## config.mk

```make
export PLATFORM = sky130hd
export DESIGN_NAME = key_triggered_stepper_sequencer_unit
export DESIGN_NICKNAME = d
export VERILOG_FILES = /design/src/kts_pkg.sv /design/src/key_triggered_stepper_sequencer_unit.sv /design/src/kts_motor.sv
export VERILOG_INCLUDE_DIRS = /design/src /design/src/src
export SDC_FILE = /design/constraint.sdc
export NUM_CORES = 1
export LEC_CHECK = 0
export BUFFER_PORTS_ARGS = -buffer_cell sky130_fd_sc_hd__buf_4
export CAP_MARGIN = 40
export CORE_UTILIZATION = 40
export CTS_BUF_LIST = sky130_fd_sc_hd__clkbuf_16
export CTS_CLUSTER_DIAMETER = 120
export DETAILED_ROUTE_END_ITERATION = 16
export SLEW_MARGIN = 20
export SYNTH_ARGS = -nofsm -noshare
export SYNTH_HDL_FRONTEND = slang
export SYNTH_SLANG_ARGS = --single-unit
export TNS_END_PERCENT = 1
```

## constraint.sdc

```tcl
create_clock -name clk -period 4.9 [get_ports clk]
set_input_delay 0.49 -clock clk [delete_from_list [all_inputs] [get_ports clk]]
set_output_delay 0.49 -clock clk [all_outputs]
set_load 0.05 [all_outputs]
```

## src/key_triggered_stepper_sequencer_unit_assert.svh

```systemverilog
// ----------------------------------------------------------------------------
// Key-triggered stepper sequencer: assertion macros
// Shared concurrent-check macros, clocked on clk and disabled in reset.
// ----------------------------------------------------------------------------
`ifndef KEY_TRIGGERED_STEPPER_SEQUENCER_UNIT_ASSERT_SVH
`define KEY_TRIGGERED_STEPPER_SEQUENCER_UNIT_ASSERT_SVH

// same-cycle implication
`define KTS_ASSERT_IMP(lbl, ante, cons, msg) \
  lbl: assert property (@(posedge clk) disable iff (!rst_n) (ante) |-> (cons)) \
    else $error(msg);

// next-cycle implication
`define KTS_ASSERT_NXT(lbl, ante, cons, msg) \
  lbl: assert property (@(posedge clk) disable iff (!rst_n) (ante) |=> (cons)) \
    else $error(msg);

`endif

```

## src/kts_pkg.sv

```systemverilog
// ----------------------------------------------------------------------------
// Key-triggered stepper sequencer package
// Types, register indexes, reset values and coil decode shared by the block.
// ----------------------------------------------------------------------------
package kts_pkg;

  localparam int unsigned CfgIdxW = 3;
  localparam int unsigned CfgDataW = 16;

  localparam logic [CfgIdxW-1:0] CFG_SCAN_PERIOD  = 3'd0;
  localparam logic [CfgIdxW-1:0] CFG_PHASE_TIME   = 3'd1;
  localparam logic [CfgIdxW-1:0] CFG_STEP_CYCLES  = 3'd2;
  localparam logic [CfgIdxW-1:0] CFG_PAUSE_TIME   = 3'd3;
  localparam logic [CfgIdxW-1:0] CFG_HOLD_SCANS   = 3'd4;
  localparam logic [CfgIdxW-1:0] CFG_REPEAT_SCANS = 3'd5;

  localparam logic [7:0]  RST_SCAN_PERIOD  = 8'd10;
  localparam logic [9:0]  RST_PHASE_TIME   = 10'd20;
  localparam logic [7:0]  RST_STEP_CYCLES  = 8'd240;
  localparam logic [15:0] RST_PAUSE_TIME   = 16'd8000;
  localparam logic [6:0]  RST_HOLD_SCANS   = 7'd100;
  localparam logic [6:0]  RST_REPEAT_SCANS = 7'd10;

  localparam logic [1:0] KP_IDLE    = 2'd0;
  localparam logic [1:0] KP_CONFIRM = 2'd1;
  localparam logic [1:0] KP_HELD    = 2'd2;
  localparam logic [1:0] KP_REPEAT  = 2'd3;

  typedef enum logic [3:0] {
    KS_IDLE    = 4'b0001,
    KS_CONFIRM = 4'b0010,
    KS_HELD    = 4'b0100,
    KS_REPEAT  = 4'b1000
  } scan_state_t;

  typedef enum logic [3:0] {
    MM_IDLE  = 4'b0001,
    MM_FWD   = 4'b0010,
    MM_PAUSE = 4'b0100,
    MM_REV   = 4'b1000
  } motor_mode_t;

  typedef struct packed {
    motor_mode_t mode;
    logic [1:0]  phase;
    logic [7:0]  cycles;
    logic [15:0] ms;
  } motor_st_t;

  function automatic logic [3:0] coil_decode(motor_mode_t mode, logic [1:0] phase);
    logic [3:0] coil;
    unique case (mode)
      MM_FWD:   coil = 4'b0001 << phase;
      MM_REV:   coil = 4'b1000 >> phase;
      MM_PAUSE: coil = 4'b1000;
      default:  coil = 4'b0000;
    endcase
    return coil;
  endfunction

  function automatic logic [1:0] phase_code(scan_state_t st);
    logic [1:0] code;
    unique case (st)
      KS_CONFIRM: code = KP_CONFIRM;
      KS_HELD:    code = KP_HELD;
      KS_REPEAT:  code = KP_REPEAT;
      default:    code = KP_IDLE;
    endcase
    return code;
  endfunction

endpackage

```

## src/key_triggered_stepper_sequencer_unit.sv

```systemverilog
// ----------------------------------------------------------------------------
// Key-triggered stepper sequencer
// Debounced key scan that launches a forward / pause / reverse stepper run.
// ----------------------------------------------------------------------------
// channel  dir  item                     fields (lowest bit first)
// in_      in   one 1 ms tick            key_level
// out_     out  one result per tick      coil_drive, motor_busy, key_phase
// cfg_     in   register write           index 0..5, data
//
// One item per clock while out_tready holds; the next state and the result are formed
// combinationally and held in the output register. A new item is taken while the output
// register is empty or being drained. Synchronous active-low reset restores
// the register defaults, idle scan machine and coils off.
// ----------------------------------------------------------------------------
`include "key_triggered_stepper_sequencer_unit_assert.svh"

module key_triggered_stepper_sequencer_unit (
  input  logic                          clk,
  input  logic                          rst_n,
  input  logic                          in_tvalid,
  output logic                          in_tready,
  input  logic [7:0]                    in_tdata,   // [0] key_level, [7:1] zero
  output logic                          out_tvalid,
  input  logic                          out_tready,
  // [3:0] coil_drive, [4] motor_busy, [6:5] key_phase
  output logic [7:0]                    out_tdata,
  input  logic                          cfg_we,
  input  logic [kts_pkg::CfgIdxW-1:0]   cfg_index,
  input  logic [kts_pkg::CfgDataW-1:0]  cfg_wdata
);

  logic [7:0]  scan_period_r;
  logic [9:0]  phase_time_r;
  logic [7:0]  step_cycles_r;
  logic [15:0] pause_time_r;
  logic [6:0]  hold_scans_r;
  logic [6:0]  repeat_scans_r;

  kts_pkg::scan_state_t scan_state_r, scan_state_nxt;
  logic [6:0]           hold_count_r, hold_count_nxt;
  logic [7:0]           scan_div_r, scan_div_nxt;
  kts_pkg::motor_st_t   motor_r, motor_nxt;
  logic                 start;

  logic       out_valid_r;
  logic [7:0] out_data_r;

  logic       in_acc;
  logic       pressed;
  logic       running;
  logic [7:0] div_inc;
  logic [6:0] hold_inc;

  logic        coil_ok;
  logic        run_acc;
  logic [11:0] scan_bits;
  logic [33:0] state_bits;

  assign in_tready  = !out_valid_r || out_tready;
  assign in_acc     = in_tvalid && in_tready;
  assign out_tvalid = out_valid_r;
  assign out_tdata  = out_data_r;

  assign pressed  = !in_tdata[0];
  assign running  = motor_r.mode != kts_pkg::MM_IDLE;
  assign div_inc  = 8'(scan_div_r + 8'd1);
  assign hold_inc = 7'(hold_count_r + 7'd1);

  // config registers
  always_ff @(posedge clk) begin
    if (!rst_n) begin
      scan_period_r  <= kts_pkg::RST_SCAN_PERIOD;
      phase_time_r   <= kts_pkg::RST_PHASE_TIME;
      step_cycles_r  <= kts_pkg::RST_STEP_CYCLES;
      pause_time_r   <= kts_pkg::RST_PAUSE_TIME;
      hold_scans_r   <= kts_pkg::RST_HOLD_SCANS;
      repeat_scans_r <= kts_pkg::RST_REPEAT_SCANS;
    end else if (cfg_we) begin
      unique case (cfg_index)
        kts_pkg::CFG_SCAN_PERIOD:  scan_period_r  <= cfg_wdata[7:0];
        kts_pkg::CFG_PHASE_TIME:   phase_time_r   <= cfg_wdata[9:0];
        kts_pkg::CFG_STEP_CYCLES:  step_cycles_r  <= cfg_wdata[7:0];
        kts_pkg::CFG_PAUSE_TIME:   pause_time_r   <= cfg_wdata;
        kts_pkg::CFG_HOLD_SCANS:   hold_scans_r   <= cfg_wdata[6:0];
        kts_pkg::CFG_REPEAT_SCANS: repeat_scans_r <= cfg_wdata[6:0];
        default: ;
      endcase
    end
  end

  // key scan
  always_comb begin
    scan_state_nxt = scan_state_r;
    hold_count_nxt = hold_count_r;
    scan_div_nxt   = scan_div_r;
    start          = 1'b0;
    if (!running) begin
      if (div_inc >= scan_period_r) begin
        scan_div_nxt = 8'd0;
        unique case (scan_state_r)
          kts_pkg::KS_IDLE: begin
            scan_state_nxt = pressed ? kts_pkg::KS_CONFIRM : kts_pkg::KS_IDLE;
          end
          kts_pkg::KS_CONFIRM: begin
            if (pressed) begin
              hold_count_nxt = 7'd0;
              scan_state_nxt = kts_pkg::KS_HELD;
            end else begin
              scan_state_nxt = kts_pkg::KS_IDLE;
            end
          end
          kts_pkg::KS_HELD: begin
            hold_count_nxt = hold_inc;
            if (!pressed) begin
              scan_state_nxt = kts_pkg::KS_IDLE;
              start          = 1'b1;
            end else if (hold_inc >= hold_scans_r) begin
              hold_count_nxt = 7'd0;
              scan_state_nxt = kts_pkg::KS_REPEAT;
            end
          end
          kts_pkg::KS_REPEAT: begin
            hold_count_nxt = hold_inc;
            if (hold_inc >= repeat_scans_r) begin
              hold_count_nxt = 7'd0;
            end else if (!pressed) begin
              scan_state_nxt = kts_pkg::KS_IDLE;
            end
          end
          default: scan_state_nxt = scan_state_r;
        endcase
      end else begin
        scan_div_nxt = div_inc;
      end
    end
  end

  kts_motor u_motor (
    .cur         (motor_r),
    .start       (start),
    .phase_time  (phase_time_r),
    .step_cycles (step_cycles_r),
    .pause_time  (pause_time_r),
    .nxt         (motor_nxt)
  );

  always_ff @(posedge clk) begin
    if (!rst_n) begin
      scan_state_r <= kts_pkg::KS_IDLE;
      hold_count_r <= 7'd0;
      scan_div_r   <= 8'd0;
      motor_r      <= '{mode: kts_pkg::MM_IDLE, phase: 2'd0, cycles: 8'd0, ms: 16'd0};
      out_valid_r  <= 1'b0;
    end else begin
      if (in_acc) begin
        scan_state_r <= scan_state_nxt;
        hold_count_r <= hold_count_nxt;
        scan_div_r   <= scan_div_nxt;
        motor_r      <= motor_nxt;
        out_valid_r  <= 1'b1;
      end else if (out_tready) begin
        out_valid_r  <= 1'b0;
      end
    end
  end

  always_ff @(posedge clk) begin
    if (in_acc) begin
      out_data_r <= {1'b0,
                     kts_pkg::phase_code(scan_state_nxt),
                     motor_nxt.mode != kts_pkg::MM_IDLE,
                     kts_pkg::coil_decode(motor_nxt.mode, motor_nxt.phase)};
    end
  end

  // busy means exactly one coil, idle means none
  assign coil_ok    = out_data_r[4] ? $onehot(out_data_r[3:0]) : (out_data_r[3:0] == 4'd0);
  assign run_acc    = in_acc && running;
  assign scan_bits  = {scan_state_r, scan_div_r};
  assign state_bits = {motor_r, scan_state_r};

  `KTS_ASSERT_IMP(a_coil_drive, out_valid_r, coil_ok, "coil drive disagrees with busy flag")
  `KTS_ASSERT_NXT(a_scan_frozen, run_acc, $stable(scan_bits), "key scan moved while running")
  `KTS_ASSERT_NXT(a_state_hold, !in_acc, $stable(state_bits), "state changed without an item")

endmodule

```

## src/kts_motor.sv

```systemverilog
// ----------------------------------------------------------------------------
// Stepper motor sequencer next-state logic
// One millisecond tick of the forward / pause / reverse wave-drive sequence.
// ----------------------------------------------------------------------------
module kts_motor (
  input  kts_pkg::motor_st_t cur,
  input  logic               start,
  input  logic [9:0]         phase_time,
  input  logic [7:0]         step_cycles,
  input  logic [15:0]        pause_time,
  output kts_pkg::motor_st_t nxt
);

  logic [15:0] ms_inc;
  logic [1:0]  phase_inc;
  logic [7:0]  cycles_inc;

  assign ms_inc     = 16'(cur.ms + 16'd1);
  assign phase_inc  = 2'(cur.phase + 2'd1);
  assign cycles_inc = 8'(cur.cycles + 8'd1);

  always_comb begin
    nxt = cur;
    if (start) begin
      nxt.mode   = kts_pkg::MM_FWD;
      nxt.phase  = 2'd0;
      nxt.cycles = 8'd0;
      nxt.ms     = 16'd0;
    end else begin
      unique case (cur.mode)
        kts_pkg::MM_PAUSE: begin
          if (ms_inc >= pause_time) begin
            nxt.mode   = kts_pkg::MM_REV;
            nxt.phase  = 2'd0;
            nxt.cycles = 8'd0;
            nxt.ms     = 16'd0;
          end else begin
            nxt.ms = ms_inc;
          end
        end
        kts_pkg::MM_FWD, kts_pkg::MM_REV: begin
          if (ms_inc < {6'd0, phase_time}) begin
            nxt.ms = ms_inc;
          end else begin
            nxt.ms    = 16'd0;
            nxt.phase = phase_inc;
            if (phase_inc == 2'd0) begin
              if (cycles_inc >= step_cycles) begin
                nxt.cycles = 8'd0;
                if (cur.mode == kts_pkg::MM_FWD) begin
                  nxt.mode = (pause_time == 16'd0) ? kts_pkg::MM_REV : kts_pkg::MM_PAUSE;
                end else begin
                  nxt.mode = kts_pkg::MM_IDLE;
                end
              end else begin
                nxt.cycles = cycles_inc;
              end
            end
          end
        end
        default: nxt = cur;
      endcase
    end
  end

endmodule
```

### Yosys cells after proc, flatten, opt, wreduce, memory -nomap -nowiden

Cells that the tools add are included.

| cells by class | value |
|---|---|
| muxes and demuxes | 35 |
| div/mod/pow operators | 0 |
| reduce and logical (&&, ||, !) cells | 20 |
| bitwise operators | 1 |
| magnitude comparators | 6 |
| add/sub/neg operators | 5 |
| equal/unequal tests | 24 |
| $mul | 0 |
| shifts and indexed selects | 2 |

Operators with widths:

| operator | number |
|---|---|
| $pmux 30 s2 | 1 |
| $mux 4 | 10 |
| $mux 16 | 2 |
| $mux 30 | 1 |
| $mux 14 | 2 |
| $mux 7 | 4 |
| $mux 8 | 3 |
| $pmux 7 s3 | 1 |
| $add 16x1->16 const B | 1 |
| $add 8x1->8 const B | 2 |
| $eq 4x2->1 const B | 4 |
| $eq 4x3->1 const B | 4 |
| $eq 4x4->1 const B | 4 |
| $ge 16x16->1 | 1 |
| $ge 8x8->1 | 2 |
| $logic_not 16->1 | 1 |
| $lt 16x10->1 | 1 |
| $pmux 4 s4 | 1 |
| $reduce_and 2->1 | 8 |
| $ge 7x7->1 | 2 |
| $pmux 4 s3 | 1 |
| $reduce_and 5->1 | 2 |
| $ne 4x1->1 const B | 2 |
| $add 7x1->7 const B | 1 |
| other kinds (23) | 32 |

| word-level totals | value |
|---|---|
| memories | 0 |
| bits in latches | 0 |
| bits in read-only memories | 0 |
| memory bits (writable) | 0 |
| register bits | 113 |

### Depth between registers and ports, before layout

| depth | value |
|---|---|
| depth in word-level cells | 10 |
| mapped depth | 17 |

### Cells and area by module

From an unflattened synthesis, not the netlist that was laid out.

| unflattened totals | value |
|---|---|
| cells, all modules | 961 |
| area total of the unflattened synthesis | 7419.6 um^2 |

Modules (own cells, without submodules):

| module | cells each | area each (um^2) | times used |
|---|---|---|---|
| key_triggered_stepper_sequencer_unit | 654 | 5342.6 | 1 |
| kts_motor | 307 | 2077.0 | 1 |

### Least setup slack after synthesis

OpenSTA, ideal clock, no wires.

| timing | value |
|---|---|
| path type | flip-flop to flip-flop |
| start | reg motor_r[0] (netlist bit) |
| end | reg motor_r[3] (netlist bit) |
| slack | 1.091 ns |
| required time | 4.812 ns |
| clock period less this slack | 3.809 ns |
| stages on the path, launching flop included | 17 |
| path buffers | 1 |
| arrival time | 3.721 ns |
| setup time | 0.088 ns |
| path through | dfxtp_1 -> ha_1 -> nand3_2 -> nor2_1 -> nand3_1 -> xnor2_1 -> ha_1 -> nand2_1 -> nor2_1 -> a211oi_1 -> a311oi_1 -> nor3_2 -> or4b_4 -> a311oi_4 -> buf_6 -> a41oi_2 -> a311oi_2 |

| on the way | value |
|---|---|
| word-level cells in the longest chain between the ends | 5 |
| elaborated cells on any way between the ends | 7 |
| those cells by class | add/sub (1); order compare (2); mux (4) |

RTL lines:

| what | line | source |
|---|---|---|
| start: declaration | key_triggered_stepper_sequencer_unit.sv:42 | `kts_pkg::motor_st_t motor_r, motor_nxt;` |
| start signal: assignment | key_triggered_stepper_sequencer_unit.sv:152 | `motor_r <= '{mode: kts_pkg::MM_IDLE, phase: 2'd0, cycles: 8'd0, ms: 16'd0};` |
| start signal: assignment | key_triggered_stepper_sequencer_unit.sv:159 | `motor_r <= motor_nxt;` |
| $add 16x1->16 (*) | kts_motor.sv:18 | `assign ms_inc = 16'(cur.ms + 16'd1);` |
| $lt 16x10->1 or $ge 16x16->1 (tied branches) | kts_motor.sv:42, kts_motor.sv:32 |  |
| $mux 16 (on tied branches) | kts_motor.sv:42, kts_motor.sv:32 |  |
| $pmux 30 s2 (*) | kts_motor.sv:30 | `unique case (cur.mode)` |
| $mux 30 (*) | kts_motor.sv:24 | `if (start) begin` |

Mark *: on every way between the ends. The rest lies on a longest branch, timed or not.
A chain may end at the register's enable or synchronous reset.

### Final worst setup path

| timing | value |
|---|---|
| start | reg motor_r[1] (netlist bit) |
| end | reg out_data_r[4], in the netlist out_tdata[4] (data pin) |

| on the way | value |
|---|---|
| word-level cells in the longest chain between the ends | 6 |
| elaborated cells on any way between the ends | 8 |
| those cells by class | add/sub (1); order compare (2); eq/ne (1); mux (4) |

RTL lines:

| what | line | source |
|---|---|---|
| $add 16x1->16 (*) | kts_motor.sv:18 |  |
| $lt 16x10->1 or $ge 16x16->1 (tied branches) | kts_motor.sv:42, kts_motor.sv:32 |  |
| $mux 14 (on tied branches) | kts_motor.sv:42, kts_motor.sv:32 |  |
| $pmux 30 s2 (*) | kts_motor.sv:30 |  |
| $mux 30 (*) | kts_motor.sv:24 |  |
| $ne 4x1->1 (*) | key_triggered_stepper_sequencer_unit.sv:171 | `motor_nxt.mode != kts_pkg::MM_IDLE,` |
| end signal: assignment | key_triggered_stepper_sequencer_unit.sv:169 | `out_data_r <= {1'b0,` |
| end: declaration | key_triggered_stepper_sequencer_unit.sv:46 | `logic [7:0] out_data_r;` |

Mark *: on every way between the ends. The rest lies on a longest branch, timed or not. The select of a mux whose other input is x is not followed.

==> results.toml <==
[critical_path]
rr_worst_depth = 14
critPathCaptureType = "flop"
critical_path.max_fanout = 9
regToRegSetupSlack_ns = 0.55
critical_path_arrival_ns = 4.50
cp-start-kind = "flop"
r2r_end = "out_tdata[4]"
r2r-start = "motor_r[1]"
required_ns = 5.05
critPathKind = "flop to flop"

[route]
ant_nets = 0
wire_per_inst_um = 14.90
drcViolationCount = 0
drt_iter0_drc = 303
dr.pass1.iters = 5
vias_per_cell = 5.301
wl_mm = 16.73
vias = 5953

[worst_hold_path]
hp-start = "cfg_wdata[10]"
hold_class = "input pin to flop"
holdPathEnd = "pause_time_r[10]"
hold_depth = 3

[synthesis]
synth_edf_count = 7
synth_compound_area_share_pct = 19.64
ys.flop_type = "dfxtp_1"
muxShareOfSynthArea_pct = 1.307
synth_top_area_share_pct = 30.36
ys_seq_area_share_pct = 33.37
synth_largest_area_cell = "dfxtp_1"
synth_area_per_cell_um2 = 7.988
yosysWarnings = 0
synth_top_family_by_area = "simple AND/OR/NAND/NOR gates"
synthAdderAreaFrac_pct = 10.56
synth-seq-cells = 113
synth_xor_area_share_pct = 5.138
synth_cell_type_count = 71
synthSimpleGateAreaFrac_pct = 23.63
synth_area_leaders = "dfxtp_1, ha_1, nand2_1"
async_flop_share_pct = 0
synth_area_um2 = 6989
postSynthCellCount = 875
syn_nets = 966

[sta]
rsz0062_at_grt = "no"
period_share_pct = 88.76
setup_violations = 0
finalSetupTns_ns = 0
finalClockSkew_ns = 0.01010
period_needed_ns = 4.349
relSlewSlack_pct = 54.09
setup_ws_ns = 0.5510
worst_pin_slew_ns = 0.6824
worst_hold_slack_ns = 0.2821
fmax_mhz = 229.9
hold_viol_final = 0
slew_violations = 0

[grt]
grt_pass1_vias = 5513
grt_max_degree = 52
grt_overflow = 0
grt_pass1_wl_mm = 28.14
grt_use_total_pct = 19.94
antenna_found_initial = 0

[clocking]
clkTransAtPathRegs_ns = 0.06
clk_latency_ns = 0.42
root_buffer = "clkbuf_16"
cts.path.max_buffers = 2
clock-sinks = 113
ctsHoldBuffers = 0
cts_tree = "done"
cts.htree.levels = 4
ctsResizeCount = 0
cts-buffers-inserted = 17
post_cts_buffers = 0

[status]
run_status = "complete, no violations"

[place]
place_ws_ns = 0.5785
dp_cells = 1091
numPortBuffers = 33
dp_hpwl_mm = 12.14
placed_cell_area_um2 = 7368
gp_congestion = 0.8200

[power_and_ir_drop]
power_mw = 2.388
p_leak_nw = 3.328
power-per-cell-area_nw_per_um2 = 300.0
peakVddDrop_mv = 0.2727

[layout]
design_area_um2 = 7963
nNetsFinal = 981
n_fill_cell = 1701
final_common_cell = "nand2_1"
most-common-layout-cells = "nand2_1, dfxtp_1, a21oi_1"
drive_above_1_share_pct = 10.30
post-route-util_pct = 47.34
antennaDiodeCount = 0
stdcell_count = 1123
areaGrowthSynthToFinish_pct = 13.93

[floorplan]
dieArea_um2 = 18010
start_util_pct = 41.56
die_h_um = 134.2
num_rows = 47
core_region_area_um2 = 16820
ios = 42
fp.dieW_um = 134.2

[flow_run]
cap_violations = 0
-- worst max path at each step --
stage	cells past startpoint	endpoint	from
2_1_floorplan	16	motor_r[3]	motor_r[0]
3_3_place_gp	14	out_tdata[4]	motor_r[1]
3_5_place_dp	16	motor_r[3]	motor_r[1]
4_1_cts	16	motor_r[7]	motor_r[1]
5_1_grt	15	out_tdata[0]	motor_r[1]
6_report	14	out_tdata[4]	motor_r[1]
-- report_power, final --
group	total [mW]	internal, mW	leakage (nW)	switching, mW
sequential	0.965	0.949	0.930	0.0162
combinational	0.171	0.0602	2.10	0.111
clock	1.25	0.795	0.296	0.458
-- registers in the layout, indices dropped and copies added, names as in the netlist, 8 cells and up --
signal	count
scan_period_r	8
pause_time_r	16
step_cycles_r	8
phase_time_r	10
motor_r	30
scan_div_r	8
-- critical path, stage by stage, from the launching register on --
cell and delay, ns:
dfxtp_1 0.41, ha_1 0.28, nand3_2 0.19, nor2_1 0.28
xor2_1 0.27, ha_1 0.29, a21oi_1 0.17, o221ai_1 0.15
a2111oi_2 0.46, nand4_1 0.22, nor2_4 0.27, nor2_1 0.12
a41oi_2 0.38, inv_2 0.08, or4_1 0.50
-- per-layer routing --
layer	GRT usage, %	share of wire [%]	vias up
met5	0	0	-
met4	5.993	1.4	0
met3	4.384	3.0	19
met2	31.69	46	81
met1	26.95	50	2728
li1	-	-	3125
-- logic make-up (layout without fill, tap and decap cells) --
group | count (synthesis) | in the layout
mux | 9 | 9
xor+xnor | 41 | 41
flops | 113 | 113
compound gates | 203 | 203
simple gates | 339 | 339
fa+ha+maj | 59 | 59
other cells | 1 | 1
buf+inv | 110 | 138
-- synthesized netlist by cell type (8+ instances only) --
master / number
a22oi_1: 8
nand4_1: 9
xnor2_1: 17
a211oi_1: 13
inv_1: 65
mux2i_1: 8
nand2b_1: 12
xor2_1: 24
and3_1: 15
o211ai_1: 20
a21o_1: 10
nor4_1: 10
nand2_1: 129
a21oi_1: 72
dfxtp_1: 106
clkbuf_1: 28
ha_1: 59
nor3_1: 12
nor2_1: 70
a311oi_1: 8
o21ai_0: 18
nand3_1: 31
a31oi_1: 11
-- layout make-up --
class | instances | area [µm²] | share of cell area [%]
well taps | 220 | 275.3 | 3.457
clock inverters | 15 | 168.9 | 2.121
flip-flops and latches | 113 | 2332 | 29.29
multi-input cells | 652 | 4217 | 52.95
inverters | 67 | 251.5 | 3.158
repair buffers | 39 | 292.8 | 3.677
clock buffers | 17 | 425.4 | 5.343
Note: power is estimated with default switching activity, not from simulation.
